File: config.mk
export PLATFORM = sky130hd
export DESIGN_NAME = keyed_fifo_queue_flat
export DESIGN_NICKNAME = d
export VERILOG_FILES = /design/src/hw/rtl/kfq_pkg.sv /design/src/hw/rtl/kfq_if.sv /design/src/hw/rtl/keyed_fifo_queue.sv /design/src/flat_wrapper.sv
export SDC_FILE = /design/constraint.sdc
export NUM_CORES = 1
export LEC_CHECK = 0
export BUFFER_PORTS_ARGS = -buffer_cell sky130_fd_sc_hd__buf_4
export CAP_MARGIN = 15
export CORE_MARGIN = 2
export CORE_UTILIZATION = 50
export DETAILED_ROUTE_END_ITERATION = 10
export GPL_TIMING_DRIVEN = 0
export PLACE_DENSITY_LB_ADDON = 0.2
export SLEW_MARGIN = 20
export SYNTH_ARGS = -nofsm -noshare
export SYNTH_HDL_FRONTEND = slang
export SYNTH_SLANG_ARGS = --single-unit
File: constraint.sdc
create_clock -name i_clk -period 11.2 [get_ports i_clk]
set_input_delay 3.36 -clock i_clk [delete_from_list [all_inputs] [get_ports i_clk]]
set_output_delay 3.36 -clock i_clk [all_outputs]
set_load 0.005 [all_outputs]
File: src/hw/rtl/kfq_pkg.sv
// Shared constants and codes for the keyed FIFO queue.
package kfq_pkg;

    localparam int OP_W  = 2;
    localparam int KEY_W = 16;
    localparam int VAL_W = 32;
    localparam int POS_W = 5;
    localparam int ST_W  = 2;
    localparam int CNT_W = 5;

    // operation codes
    localparam logic [OP_W-1:0] OP_INSERT = 2'd0;
    localparam logic [OP_W-1:0] OP_POP    = 2'd1;
    localparam logic [OP_W-1:0] OP_READ   = 2'd2;
    localparam logic [OP_W-1:0] OP_NOP    = 2'd3;

    // result status codes
    localparam logic [ST_W-1:0] ST_OK     = 2'd0;
    localparam logic [ST_W-1:0] ST_DUP    = 2'd1;
    localparam logic [ST_W-1:0] ST_FULL   = 2'd2;
    localparam logic [ST_W-1:0] ST_ABSENT = 2'd3;

    typedef logic [KEY_W-1:0] t_key;
    typedef logic [VAL_W-1:0] t_val;

endpackage

File: src/hw/rtl/kfq_if.sv
// Request and response channel interfaces of the keyed FIFO queue.
interface kfq_req_if;
    logic                      valid;
    logic                      ready;
    logic [kfq_pkg::OP_W-1:0]  op;
    kfq_pkg::t_key             key;
    kfq_pkg::t_val             value;
    logic [kfq_pkg::POS_W-1:0] position;

    modport source (output valid, output op, output key, output value, output position,
                    input ready);
    modport sink   (input valid, input op, input key, input value, input position,
                    output ready);
endinterface

interface kfq_rsp_if;
    logic                      valid;
    logic                      ready;
    logic [kfq_pkg::ST_W-1:0]  status;
    kfq_pkg::t_key             out_key;
    kfq_pkg::t_val             out_value;
    logic [kfq_pkg::CNT_W-1:0] count;

    modport source (output valid, output status, output out_key, output out_value,
                    output count, input ready);
    modport sink   (input valid, input status, input out_key, input out_value,
                    input count, output ready);
endinterface

File: src/hw/rtl/keyed_fifo_queue.sv
// Keyed FIFO queue: bounded FIFO of key/value entries with unique keys.
//
//  channel  | dir | payload                              | role
//  ---------+-----+--------------------------------------+------------------------------
//  i_req    | in  | op, key, value, position             | insert / pop / read request
//  o_rsp    | out | status, out_key, out_value, count    | one result item per request
//
// Steps: pop, read and the unused opcode pass through accept, execute and finish.
//   Insert stays in execute while the duplicate check reads every stored key
//   through the single memory read port, one key per cycle, and stops early
//   on a match.
// Reset: synchronous, active low; clears head, count, sequencer and output valid.
//   Entry memories are not cleared; only occupied slots are ever read.
// Stalls: a finished result sits in the output register; the next item is
//   accepted meanwhile, and its own finish waits until that register is free.
module keyed_fifo_queue #(
    parameter int DEPTH = 16
) (
    input  logic        i_clk,
    input  logic        i_rst_n,
    kfq_req_if.sink     i_req,
    kfq_rsp_if.source   o_rsp
);

    localparam int AW = (DEPTH > 1) ? $clog2(DEPTH) : 1;   // slot index
    localparam int CW = $clog2(DEPTH + 1);                   // entry count
    localparam int SW = CW + 1;                              // slot sum
    localparam int MW = (CW > kfq_pkg::POS_W) ? CW : kfq_pkg::POS_W;

    // sequencer states
    localparam logic [1:0] S_IDLE = 2'd0;
    localparam logic [1:0] S_EXEC = 2'd1;
    localparam logic [1:0] S_DONE = 2'd2;

    // ring wrap: offset behind head -> slot (sum stays below 2*DEPTH)
    function automatic logic [AW-1:0] slot_of(input logic [AW-1:0] head,
                                              input logic [CW-1:0] off);
        logic [SW-1:0] sum;
        sum = SW'(head) + SW'(off);
        if (sum >= SW'(DEPTH)) begin
            sum = sum - SW'(DEPTH);
        end
        return sum[AW-1:0];
    endfunction

    // entry memories
    kfq_pkg::t_key r_key_mem [DEPTH];
    kfq_pkg::t_val r_val_mem [DEPTH];
    kfq_pkg::t_key r_rd_key;
    kfq_pkg::t_val r_rd_val;

    // control state
    logic [1:0]                r_state, n_state;
    logic [AW-1:0]             r_head,  n_head;
    logic [CW-1:0]             r_cnt,   n_cnt;
    logic [CW-1:0]             r_idx,   n_idx;     // next scan offset to read
    logic                      r_pend,  n_pend;    // scan read in flight
    logic [kfq_pkg::ST_W-1:0]  r_st,    n_st;

    // captured request
    logic [kfq_pkg::OP_W-1:0]  r_op;
    kfq_pkg::t_key             r_key;
    kfq_pkg::t_val             r_val;
    logic [kfq_pkg::POS_W-1:0] r_pos;

    // output register
    logic                      r_out_valid, n_out_valid;
    logic [kfq_pkg::ST_W-1:0]  r_out_status, n_out_status;
    kfq_pkg::t_key             r_out_key, n_out_key;
    kfq_pkg::t_val             r_out_val, n_out_val;
    logic [kfq_pkg::CNT_W-1:0] r_out_cnt, n_out_cnt;

    // memory port controls
    logic          w_re;
    logic          w_we;
    logic [CW-1:0] w_rd_off;
    logic [AW-1:0] w_rd_addr;
    logic [AW-1:0] w_wr_addr;

    logic          w_accept;
    logic          w_out_free;
    logic          w_hit;
    logic          w_full;
    logic [MW-1:0] w_p;
    logic [MW-1:0] w_cnt_ext;

    // port copies seen by the bound checker
    logic                      w_req_valid, w_req_ready, w_rsp_valid, w_rsp_ready;
    logic [kfq_pkg::OP_W-1:0]  w_req_op;
    logic [kfq_pkg::ST_W-1:0]  w_rsp_status;
    logic [kfq_pkg::CNT_W-1:0] w_rsp_count;

    assign i_req.ready = (r_state == S_IDLE);
    assign w_accept    = i_req.valid && (r_state == S_IDLE);
    assign w_out_free  = !r_out_valid || o_rsp.ready;

    assign w_hit  = r_pend && (r_rd_key == r_key);
    assign w_full = (r_cnt == CW'(DEPTH));
    assign w_p    = (r_pos == '0) ? MW'(1) : MW'(r_pos);

    assign w_rd_addr = slot_of(r_head, w_rd_off);
    assign w_wr_addr = slot_of(r_head, r_cnt);

    always_comb begin
        n_state      = r_state;
        n_head       = r_head;
        n_cnt        = r_cnt;
        n_idx        = r_idx;
        n_pend       = 1'b0;
        n_st         = r_st;
        n_out_valid  = r_out_valid && !o_rsp.ready;
        n_out_status = r_out_status;
        n_out_key    = r_out_key;
        n_out_val    = r_out_val;
        n_out_cnt    = r_out_cnt;
        w_re         = 1'b0;
        w_we         = 1'b0;
        w_rd_off     = '0;
        w_cnt_ext    = '0;

        unique case (r_state)
            S_IDLE: begin
                if (w_accept) begin
                    n_state = S_EXEC;
                    n_idx   = '0;
                    n_st    = kfq_pkg::ST_OK;
                end
            end

            S_EXEC: begin
                unique case (r_op)
                    kfq_pkg::OP_INSERT: begin
                        // scan every stored key; compare is in the cycle after the read
                        if (w_hit) begin
                            n_st    = kfq_pkg::ST_DUP;
                            n_state = S_DONE;
                        end else if (r_idx == r_cnt) begin
                            n_st    = w_full ? kfq_pkg::ST_FULL : kfq_pkg::ST_OK;
                            n_state = S_DONE;
                        end else begin
                            w_re     = 1'b1;
                            w_rd_off = r_idx;
                            n_idx    = r_idx + CW'(1);
                            n_pend   = 1'b1;
                        end
                    end
                    kfq_pkg::OP_POP: begin
                        n_state = S_DONE;
                        if (r_cnt == '0) begin
                            n_st = kfq_pkg::ST_ABSENT;
                        end else begin
                            w_re = 1'b1;
                        end
                    end
                    kfq_pkg::OP_READ: begin
                        n_state = S_DONE;
                        if (w_p > MW'(r_cnt)) begin
                            n_st = kfq_pkg::ST_ABSENT;
                        end else begin
                            w_re     = 1'b1;
                            w_rd_off = CW'(w_p - MW'(1));
                        end
                    end
                    kfq_pkg::OP_NOP: begin
                        n_state = S_DONE;
                    end
                    default: begin
                        n_state = S_DONE;
                    end
                endcase
            end

            S_DONE: begin
                if (w_out_free) begin
                    n_state      = S_IDLE;
                    n_out_valid  = 1'b1;
                    n_out_status = r_st;
                    n_out_key    = '0;
                    n_out_val    = '0;
                    if (r_st == kfq_pkg::ST_OK) begin
                        if (r_op == kfq_pkg::OP_INSERT) begin
                            w_we  = 1'b1;
                            n_cnt = r_cnt + CW'(1);
                        end else if (r_op == kfq_pkg::OP_POP) begin
                            n_head    = slot_of(r_head, CW'(1));
                            n_cnt     = r_cnt - CW'(1);
                            n_out_key = r_rd_key;
                            n_out_val = r_rd_val;
                        end else if (r_op == kfq_pkg::OP_READ) begin
                            n_out_key = r_rd_key;
                            n_out_val = r_rd_val;
                        end
                    end
                    w_cnt_ext = MW'(n_cnt);
                    n_out_cnt = w_cnt_ext[kfq_pkg::CNT_W-1:0];   // low bits only
                end
            end

            default: begin
                n_state = S_IDLE;
            end
        endcase
    end

    // single write port, single registered read port
    always_ff @(posedge i_clk) begin
        if (w_we) begin
            r_key_mem[w_wr_addr] <= r_key;
            r_val_mem[w_wr_addr] <= r_val;
        end
        if (w_re) begin
            r_rd_key <= r_key_mem[w_rd_addr];
            r_rd_val <= r_val_mem[w_rd_addr];
        end
    end

    always_ff @(posedge i_clk) begin
        if (!i_rst_n) begin
            r_state     <= S_IDLE;
            r_head      <= '0;
            r_cnt       <= '0;
            r_idx       <= '0;
            r_pend      <= 1'b0;
            r_st        <= kfq_pkg::ST_OK;
            r_out_valid <= 1'b0;
        end else begin
            r_state     <= n_state;
            r_head      <= n_head;
            r_cnt       <= n_cnt;
            r_idx       <= n_idx;
            r_pend      <= n_pend;
            r_st        <= n_st;
            r_out_valid <= n_out_valid;
        end
    end

    always_ff @(posedge i_clk) begin
        if (w_accept) begin
            r_op  <= i_req.op;
            r_key <= i_req.key;
            r_val <= i_req.value;
            r_pos <= i_req.position;
        end
        r_out_status <= n_out_status;
        r_out_key    <= n_out_key;
        r_out_val    <= n_out_val;
        r_out_cnt    <= n_out_cnt;
    end

    assign o_rsp.valid     = r_out_valid;
    assign o_rsp.status    = r_out_status;
    assign o_rsp.out_key   = r_out_key;
    assign o_rsp.out_value = r_out_val;
    assign o_rsp.count     = r_out_cnt;

    assign w_req_valid  = i_req.valid;
    assign w_req_ready  = i_req.ready;
    assign w_req_op     = i_req.op;
    assign w_rsp_valid  = o_rsp.valid;
    assign w_rsp_ready  = o_rsp.ready;
    assign w_rsp_status = o_rsp.status;
    assign w_rsp_count  = o_rsp.count;

endmodule

File: src/flat_wrapper.sv
// flat-port wrapper written by rule: the top's interface ports become plain ports
module keyed_fifo_queue_flat 
#(
    parameter int DEPTH = 16
)
  (i_clk, i_rst_n, i_req_valid, i_req_op, i_req_key, i_req_value, i_req_position, i_req_ready, o_rsp_valid, o_rsp_status, o_rsp_out_key, o_rsp_out_value, o_rsp_count, o_rsp_ready);
  kfq_req_if i_req_i ();
  kfq_rsp_if o_rsp_i ();
  input  logic i_clk;
  input  logic i_rst_n;
  input wire logic [$bits(i_req_i.valid)-1:0] i_req_valid;
  input wire logic [$bits(i_req_i.op)-1:0] i_req_op;
  input wire logic [$bits(i_req_i.key)-1:0] i_req_key;
  input wire logic [$bits(i_req_i.value)-1:0] i_req_value;
  input wire logic [$bits(i_req_i.position)-1:0] i_req_position;
  output wire logic [$bits(i_req_i.ready)-1:0] i_req_ready;
  output wire logic [$bits(o_rsp_i.valid)-1:0] o_rsp_valid;
  output wire logic [$bits(o_rsp_i.status)-1:0] o_rsp_status;
  output wire logic [$bits(o_rsp_i.out_key)-1:0] o_rsp_out_key;
  output wire logic [$bits(o_rsp_i.out_value)-1:0] o_rsp_out_value;
  output wire logic [$bits(o_rsp_i.count)-1:0] o_rsp_count;
  input wire logic [$bits(o_rsp_i.ready)-1:0] o_rsp_ready;
  assign i_req_i.valid = i_req_valid;
  assign i_req_i.op = i_req_op;
  assign i_req_i.key = i_req_key;
  assign i_req_i.value = i_req_value;
  assign i_req_i.position = i_req_position;
  assign i_req_ready = i_req_i.ready;
  assign o_rsp_valid = o_rsp_i.valid;
  assign o_rsp_status = o_rsp_i.status;
  assign o_rsp_out_key = o_rsp_i.out_key;
  assign o_rsp_out_value = o_rsp_i.out_value;
  assign o_rsp_count = o_rsp_i.count;
  assign o_rsp_i.ready = o_rsp_ready;
  keyed_fifo_queue #(.DEPTH(DEPTH)) u_core (.i_clk(i_clk), .i_rst_n(i_rst_n), .i_req(i_req_i), .o_rsp(o_rsp_i));
endmodule
==> results of run 1 <==
## power groups by stage
stage / sequential (W) / clock, W / combinational, W
detailed placement: 0.00405 / 0 / 0.000160
global route: 0.00399 / 0.00344 / 0.000171
floorplan: 0.00404 / 0 / 0.0000814
CTS: 0.00398 / 0.00329 / 0.000161
global placement: 0.00405 / 0 / 0.000151
finish: 0.00398 / 0.00324 / 0.000157
## routing by layer
metal	part of all wire (%)	global-route usage [%]	vias to the layer above
met4	1.9	5.69	0
li1	-	-	7319
met5	0	0	-
met2	48	34.6	659
met3	7.3	4.28	109
met1	43	31.8	9091
## placed cells by master, fill, tap and decap left out, types with 4 or more instances in the layout
| cell type | netlist | routed |
|---|---|---|
| nor3_1 | 6 | 5 |
| nor2b_1 | 6 | 6 |
| clkinv_1 | 0 | 14 |
| nor2_1 | 42 | 26 |
| buf_16 | 0 | 36 |
| xnor2_1 | 16 | 16 |
| o21ai_0 | 5 | 5 |
| clkbuf_2 | 0 | 6 |
| clkbuf_16 | 0 | 98 |
| and2_1 | 49 | 49 |
| buf_12 | 0 | 14 |
| clkbuf_1 | 48 | 65 |
| buf_4 | 1 | 123 |
| a21oi_1 | 9 | 9 |
| clkinv_4 | 0 | 4 |
| mux4_2 | 192 | 192 |
| clkinvlp_4 | 0 | 4 |
| nand2b_1 | 4 | 4 |
| inv_6 | 0 | 4 |
| xor2_1 | 26 | 26 |
| nand3_1 | 10 | 10 |
| a211oi_1 | 4 | 4 |
| mux2i_1 | 149 | 149 |
| inv_1 | 15 | 14 |
| bufinv_16 | 0 | 13 |
| nor2_4 | 0 | 16 |
| edfxtp_1 | 926 | 926 |
| dfxtp_1 | 20 | 20 |
| clkinv_2 | 0 | 19 |
| nor4_1 | 6 | 6 |
| nand2_1 | 27 | 27 |
| ha_1 | 20 | 20 |
| buf_2 | 18 | 20 |
## worst min-delay path by stage
stage                                      startpoint                          endpoint  slack, ps  cells past startpoint
after floorplan           u_core.r_st[1]$_SDFFE_PN0P_  u_core.o_rsp.status[1]$_DFFE_PP_        430                      0
after global placement    u_core.r_st[1]$_SDFFE_PN0P_  u_core.o_rsp.status[1]$_DFFE_PP_        440                      0
after detailed placement  u_core.r_st[0]$_SDFFE_PN0P_  u_core.o_rsp.status[0]$_DFFE_PP_        460                      0
after CTS                 u_core.r_st[1]$_SDFFE_PN0P_  u_core.o_rsp.status[1]$_DFFE_PP_        470                      0
after global routing      u_core.r_st[1]$_SDFFE_PN0P_  u_core.o_rsp.status[1]$_DFFE_PP_        490                      0
final                     u_core.r_st[1]$_SDFFE_PN0P_  u_core.o_rsp.status[1]$_DFFE_PP_        470                      0
## registers in the layout, summed over array words and instances (netlist names)
name	flops
u_core.r_state	2
u_core.o_rsp.status	2
u_core.o_rsp.out_key	16
u_core.r_cnt	5
u_core.r_rd_val	32
u_core.r_rd_key	16
u_core.o_rsp.out_value	32
u_core.r_head	4
u_core.r_pend	1
u_core.o_rsp.count	5
u_core.r_idx	5
u_core.r_val	32
u_core.r_key_mem	256
u_core.r_pos	5
u_core.r_st	2
u_core.o_rsp.valid	1
u_core.r_op	2
u_core.r_key	16
u_core.r_val_mem	512
## cell families after synthesis
family                     synth area share, %
xor gates and xnor gates                  1.02
and+or+nand+nor                           2.34
muxes                                     16.1
adders and majority gates                0.802
AOI/OAI and AO/OA                        0.799
buffers and inverters                     1.04
DFF                                       77.9
## area by class of cell
cell class / count / area share (%)
Sequential cell: 946 / 65.7
Multi-Input combinational cell: 608 / 18.0
Clock buffer: 119 / 5.90
Timing Repair Buffer: 172 / 5.10
Tap cell: 950 / 2.77
Clock inverter: 60 / 1.57
Buffer: 74 / 0.776
Inverter: 15 / 0.137
## worst max-delay path, cell delays in order (launching register included)
cell and delay [ps]:
edfxtp_1 620, xnor2_1 400, nor4b_1 330, and4_1 260
clkbuf_1 320, a21oi_1 270, a22oi_1 230, nor2_1 90
ha_1 260, fa_1 410, xor2_1 730, clkbuf_1 800
clkbuf_1 800, mux2i_1 310, mux2i_1 160
## through the flow
step                      utilization, %  setup TNS, ps  setup slack (ps)  hold WS [ps]
after CTS                           59.9              0              4820           466
after global placement              53.4       -1361720             -2150           439
after detailed placement            55.4              0              4600           460
after global routing                59.9              0              4600           493
after floorplan                        -              0              2600           431
final                               59.9              0              4910           472
==> out/results.tsv, run 1 <==
stage	metric	value	unit
run_status	run_status	finished, final reports clean	
synthesis	synthTopCellsByArea	edfxtp_1 77%, mux4_2 12%, mux2i_1 4.1%, dfxtp_1 1.1%, and2_1 0.85%	
drt	drt_iter0_markers	1676	
placed_design	post-place-cells	2765	
pwr	power.total	0.00738	W
drt	wl_per_cell	27.3	microns
layout	syn_to_final_growth	18.6	%
critical_path	crit_start	u_core.r_key[8]$_DFFE_PP_	
synthesis	synth_top_area_share	76.8	%
layout	multiInputGateArea	7730	sq um
layout	postLayoutCellArea	42900	sq um
pwr	switching_share	20.0	%
synthesis	async_reset_ff_share	0	%
layout	nFillCells	5105	
synthesis	yosysMostFrequentCell	edfxtp_1	
layout	diodes	0	
synthesis	synth_area	36200	sq um
drt	drt_wl_total	80400	microns
pwr	ir_drop	157	uV
cts	root_buffer	clkbuf_16	
drt	firstDrtPassIters	6	
job	max_cap_viol_count	0	
placed_design	gp_congestion	0.823	
critical_path	endpoint	u_core.r_rd_val[20]$_DFFE_PP_	
placed_design	place_area	39700	sq um
cts	cts-hold-fix-buffers	0	
global_route	grt_pass1_vias	17800	
sta	fin_crit	6290	ps
layout	drive_above_1_share	28.1	%
floorplan	dieHeight	273	microns
cts	postCtsSetupRepairBufs	0	
pwr	powerDensity	172	nW/um^2
critical_path	arrival	6650	ps
pwr	combPwrFrac	2.1	%
placed_design	hpwl	50900	microns
pwr	p_int	0.00591	W
floorplan	ios	116	
synthesis	synth_area_leader_cell	edfxtp_1	
drt	vias_per_cell	5.83	
layout	nets	1996	
critical_path	start_kind	flop	
pwr	power_leakage	13.8	nW
layout	fin_cells	2944	
critical_path	path_class	flop to flop	
drt	drcViolationCount	0	
floorplan	core	71600	sq um
synthesis	yosysWarnings	0	
synthesis	synth_seq_cells	946	
pwr	p_clk_share	43.9	%
synthesis	syn-num-nets	1724	
critical_path	reg2regPathDepth	14	
critical_path	r2r-start	u_core.r_key[8]$_DFFE_PP_	
sta	hold_violations	0	
sta	grt_setup_unrepaired	false	
sta	slew_violations	0	
drt	ant_nets	0	
cts	htree_levels	3	
global_route	antenna_found_initial	0	
min_path	hp-class	flop to flop	
global_route	grt_pass1_wl	117000	microns
sta	max_clock_freq	159	MHz
sta	setup_violations	0	
synthesis	synth_cells	1643	
cts	worstSkewPairLatency	660	ps
critical_path	crit_fanout	17	
critical_path	rr_endpoint	u_core.r_rd_val[20]$_DFFE_PP_	
critical_path	crit_path_end_kind	flop	
critical_path	rrSetupSlack	4910	ps
sta	tightest_slew	1080	ps
synthesis	yosysUniqueCellTypes	51	
synthesis	netlist_top_cells_count	926 x edfxtp_1, 192 x mux4_2, 149 x mux2i_1	
cts	cts_tree	built	
floorplan	die_width	273	microns
global_route	track_usage	21.9	%
layout	final-seq-area	28200	sq um
synthesis	synthFlopType	edfxtp_1	
sta	skew	23.8	ps
sta	slew_headroom	28.0	%
floorplan	start_util	50.5	%
global_route	grt_max_degree	44	
drt	num_vias	17200	
critical_path	crit_required	11560	ps
synthesis	seq_area_frac_synth	77.9	%
pwr	p_switching	0.00147	W
global_route	grt-ovfl-total	0	
floorplan	rows	98	
synthesis	synth_edf_count	926	
synthesis	syn_area_per_cell	22.0	sq um
pwr	seqPwrFrac	53.9	%
cts	clkSinkCount	946	
cts	cts-buffers-inserted	98	
floorplan	die_area	74600	sq um
cts	path_clk_slew	60	ps
placed_design	portBuffers	115	
sta	finalCritPeriodShare	56.2	%
cts	cts_resized	0	
cts	cts_buffer_depth	3	
Power figures use the tool's default switching activity.
==> inputs of run 2 (changes only) <==
==> constraint.sdc (replaced) <==
create_clock -name i_clk -period 6.2 [get_ports i_clk]
set_input_delay 1.86 -clock i_clk [delete_from_list [all_inputs] [get_ports i_clk]]
set_output_delay 1.86 -clock i_clk [all_outputs]
set_load 0.005 [all_outputs]
==> out/results.tsv, run 2 (same netlist as run 1, synthesis figures left out) <==
stage	metric	value	unit
global_route	grt-ovfl-total	0	
critical_path	cp.buffers_inverters	3	
drt	vias_per_cell	5.80	
sta	tightest_slew	1030	ps
floorplan	rows	98	
global_route	antenna_found_initial	0	
sta	hold_violations	0	
layout	final_common_cell	edfxtp_1	
cts	htree_levels	3	
layout	drive_above_1_share	27.4	%
layout	syn_to_final_growth	17.3	%
drt	drt_wl_total	78300	microns
placed_design	hpwl	49900	microns
critical_path	critPathTopFamily	buffers and inverters	
layout	largest_registers	u_core.r_val_mem: 512 flops, u_core.r_key_mem: 256 flops	
critical_path	critPathMaxStageDelay	750	ps
global_route	grt_pass1_wl	115000	microns
pwr	power.total	0.0131	W
pwr	power_leakage	13.6	nW
cts	path_clk_slew	60	ps
cts	root_buffer	clkbuf_16	
critical_path	crit_path_frequent_cell	clkbuf_1	
sta	fin_crit	5840	ps
cts	cts_tree	built	
floorplan	ios	116	
cts	clkSinkCount	946	
global_route	track_usage	21.4	%
cts	cts-hold-fix-buffers	0	
placed_design	portBuffers	115	
critical_path	crit_chain	xnor2_1 -> nor4b_1 -> and4_1 -> clkbuf_1 -> a21oi_1 -> a22oi_1 -> nor2_1 -> ha_1 -> fa_1 -> clkbuf_1 -> clkbuf_1 -> mux4_2 -> mux2i_1 -> mux2i_1	
sta	finalCritPeriodShare	94.3	%
drt	drcViolationCount	0	
critical_path	path_class	flop to flop	
sta	skew	35.5	ps
cts	cts-buffers-inserted	96	
layout	largest_register	u_core.r_val_mem	
layout	mostFrequentLayoutCells	926 x edfxtp_1, 192 x mux4_2, 149 x mux2i_1	
layout	fin_util	59.3	%
floorplan	die_width	273	microns
layout	diodes	0	
drt	firstDrtPassIters	5	
sta	slew_violations	0	
layout	final-seq-area	28200	sq um
layout	nFillCells	5208	
cts	worstSkewPairLatency	660	ps
floorplan	start_util	50.5	%
layout	nets	1983	
drt	ant_nets	0	
critical_path	start_kind	flop	
drt	wl_per_cell	26.7	microns
critical_path	crit_fanout	17	
sta	grt_setup_unrepaired	true	
critical_path	crit_path_end_kind	flop	
drt	num_vias	17000	
floorplan	die_area	74600	sq um
floorplan	core	71600	sq um
critical_path	cp_slowest_cell	clkbuf_1	
layout	largest_register_ffs	512	
critical_path	arrival	6190	ps
job	max_cap_viol_count	0	
pwr	ir_drop	254	uV
sta	slew_headroom	31.7	%
pwr	powerDensity	309	nW/um^2
global_route	grt_pass1_vias	17500	
layout	multiInputGateArea	7730	sq um
drt	drt_iter0_markers	1693	
cts	postCtsSetupRepairBufs	0	
floorplan	dieHeight	273	microns
run_status	run_status	finished, final reports clean	
critical_path	crit_required	6550	ps
placed_design	gp_congestion	0.837	
global_route	grt_max_degree	39	
cts	cts_buffer_depth	3	
min_path	hp-class	flop to flop	
sta	max_clock_freq	171	MHz
sta	setup_violations	0	
==> run 2: worst paths after layout <==
path	startpoint	end	slack (ps)	cells past startpoint
max	u_core.r_key[8]$_DFFE_PP_	u_core.r_rd_val[12]$_DFFE_PP_	360	14
min	u_core.r_st[0]$_SDFFE_PN0P_	u_core.o_rsp.status[0]$_DFFE_PP_	460	0
max reg2reg	u_core.r_key[8]$_DFFE_PP_	u_core.r_rd_val[12]$_DFFE_PP_	360	14
min reg2reg	u_core.r_st[0]$_SDFFE_PN0P_	u_core.o_rsp.status[0]$_DFFE_PP_	460	0
==> run 2: per-stage QoR <==
stage	hold slack (ps)	std cells	worst slack (ps)	TNS (ps)	area (sq um)
final	462	2933	356	0	42400
after global routing	469	2933	-7.50	-7.50	42400
after CTS	460	2933	8.13	0	42400
after detailed placement	447	2754	-23.0	-23.0	39300
after global placement	445	2708	-4120	-2352420	38300
after floorplan	431	1643	284	0	36200
==> run 2: where the power goes <==
part	internal, W	switching (W)	total (W)
Combinational	0.000122	0.000158	0.000280
Sequential	0.00709	0.0000947	0.00719
Clock	0.00324	0.00240	0.00565
Total	0.0105	0.00266	0.0131
==> run 2: layer usage <==
layer | up-vias | wire length [microns] | global-route usage, %
li1 | 7291 | - | -
met1 | 9014 | 34200 | 31.5
met2 | 590 | 38000 | 34.2
met3 | 105 | 4590 | 3.28
met4 | 0 | 1560 | 5.19
met5 | - | 0 | 0
==> run 2: repair_timing <==
action,4_1_cts,5_1_grt
endpoints found under the setup margin,1,34
resized for setup,1,16
pin swaps,0,0
==> run 2: worst reg2reg max path: cells and delay by family (launching register included) <==
kind,cells,cell delay (ps)
flops,1,610
fa+ha+maj,2,920
compound gates,2,480
buf+inv,3,1700
xor+xnor,1,370
mux,3,760
simple gates,3,710
==> run 2: final cells by class <==
class                      count  area share (%)
sequential                   946            66.5
multi-input combinational    608            18.2
clock buffer                 116            5.84
timing repair buffer         161            4.27
tap                          950            2.80
clock inverter                63            1.49
buffer                        74           0.790
inverter                      15           0.139
==> inputs of run 3 (changes only) <==
==> constraint.sdc (replaced) <==
create_clock -name i_clk -period 6.3 [get_ports i_clk]
set_input_delay 0.63 -clock i_clk [delete_from_list [all_inputs] [get_ports i_clk]]
set_output_delay 0.63 -clock i_clk [all_outputs]
set_load 0.005 [all_outputs]
==> out/results.tsv, run 3 (same netlist as run 1, synthesis figures left out) <==
stage	metric	value	unit
global_route	grt_max_degree	44	
layout	largest_registers	u_core.r_val_mem: 512 flops, u_core.r_key_mem: 256 flops	
placed_design	gp_congestion	0.823	
pwr	ir_drop	280	uV
drt	num_vias	17300	
floorplan	dieHeight	273	microns
layout	nFillCells	5105	
placed_design	hpwl	50900	microns
global_route	grt-ovfl-total	0	
sta	fin_crit	6060	ps
critical_path	crit_fanout	17	
sta	slew_headroom	27.9	%
pwr	power_leakage	13.8	nW
layout	largest_register_ffs	512	
job	max_cap_viol_count	0	
cts	cts_tree	built	
cts	cts_buffer_depth	3	
layout	drive_above_1_share	28.2	%
floorplan	die_width	273	microns
placed_design	post-place-cells	2765	
cts	worstSkewPairLatency	660	ps
drt	firstDrtPassIters	5	
critical_path	start_kind	flop	
cts	path_clk_slew	60	ps
global_route	track_usage	22.0	%
sta	slew_violations	0	
layout	fin_util	59.9	%
floorplan	core	71600	sq um
sta	hold_violations	0	
sta	setup_violations	0	
layout	fin_cells	2944	
critical_path	path_class	flop to flop	
sta	finalCritPeriodShare	96.1	%
min_path	hp-class	primary input to flop	
drt	drt_iter0_markers	1712	
global_route	grt_pass1_wl	117000	microns
layout	syn_to_final_growth	18.6	%
layout	postLayoutCellArea	42900	sq um
cts	root_buffer	clkbuf_16	
placed_design	place_area	39700	sq um
floorplan	rows	98	
cts	cts-hold-fix-buffers	0	
critical_path	crit_required	6660	ps
sta	max_clock_freq	165	MHz
drt	ant_nets	0	
global_route	grt_pass1_vias	17800	
pwr	powerDensity	306	nW/um^2
sta	tightest_slew	1080	ps
sta	hold_slack	141	ps
layout	nets	1996	
floorplan	die_area	74600	sq um
global_route	antenna_found_initial	0	
pwr	power.total	0.0131	W
drt	drt_wl_total	80500	microns
layout	diodes	0	
layout	largest_register	u_core.r_val_mem	
drt	drcViolationCount	0	
run_status	run_status	finished, final reports clean	
cts	clkSinkCount	946	
drt	vias_per_cell	5.86	
placed_design	portBuffers	115	
cts	cts-buffers-inserted	98	
sta	skew	23.7	ps
critical_path	arrival	6410	ps
cts	htree_levels	3	
layout	final_common_cell	edfxtp_1	
sta	grt_setup_unrepaired	false	
floorplan	ios	116	
critical_path	crit_path_end_kind	flop	
drt	wl_per_cell	27.3	microns
layout	mostFrequentLayoutCells	926 x edfxtp_1, 192 x mux4_2, 149 x mux2i_1	
floorplan	start_util	50.5	%
## run 3: cell count changes in the layout (fill, tap and decap cells not counted), moves of 3 or more
cell,change
buf_16,+21
clkinv_2,+6
clkbuf_1,+5
buf_1,-4
clkinv_1,-10
bufinv_16,+4
clkinvlp_4,-3
buf_12,-10
## run 3: critical path, stage by stage (launching register included)
cell and delay (ps):
edfxtp_1 620, xnor2_1 400, nor4b_1 370, and4_1 270, clkbuf_1 310, a21oi_1 280, a22oi_1 230, nor2_1 90
ha_1 250, fa_1 410, xor2_1 730, clkbuf_2 540, clkbuf_1 790, mux2i_1 310, mux2i_1 160
## run 3: final cells by class
cell class | instances | area, sq um | area share, %
buffer | 74 | 335 | 0.781
clock buffer | 119 | 2530 | 5.90
clock inverter | 60 | 674 | 1.57
inverter | 15 | 58.8 | 0.137
multi-input combinational | 608 | 7730 | 18.0
sequential | 946 | 28200 | 65.7
tap | 950 | 1190 | 2.77
timing repair buffer | 172 | 2190 | 5.10
## run 3: timing repair
action | in CTS | in global routing
setup endpoints to repair | 15 | 0
resized for setup | 3 | 0
buffers inserted | 0 | 0
## run 3: routing by layer
layer | up-vias | wire length [microns] | GRT usage (%)
met5 | - | 0 | 0
met4 | 0 | 1460 | 5.69
met3 | 100 | 6020 | 4.28
met2 | 682 | 38600 | 34.6
met1 | 9156 | 34400 | 31.8
li1 | 7312 | - | -
## run 3: through the flow
stage | worst slack [ps] | setup TNS [ps]
floorplan | 428 | 0
global placement | -4320 | -3212790
detailed placement | -42.0 | -75.7
CTS | 253 | 0
global route | 2.33 | 0
finish | 244 | 0
## run 3: worst paths after layout
check	endpoint	slack, ps	cells after the start	from
min reg2reg	u_core.o_rsp.status[1]$_DFFE_PP_	470	0	u_core.r_st[1]$_SDFFE_PN0P_
max reg2reg	u_core.r_rd_val[20]$_DFFE_PP_	240	14	u_core.r_key[8]$_DFFE_PP_
max	u_core.r_rd_val[20]$_DFFE_PP_	240	14	u_core.r_key[8]$_DFFE_PP_
min	u_core.r_val[13]$_DFFE_PP_	140	1	i_req_value[13]
## run 3: report_power, final
part	switching, W	internal [W]
clock network	0.00236	0.00340
registers	0.0000936	0.00698
logic	0.000159	0.000121
total	0.00262	0.0105
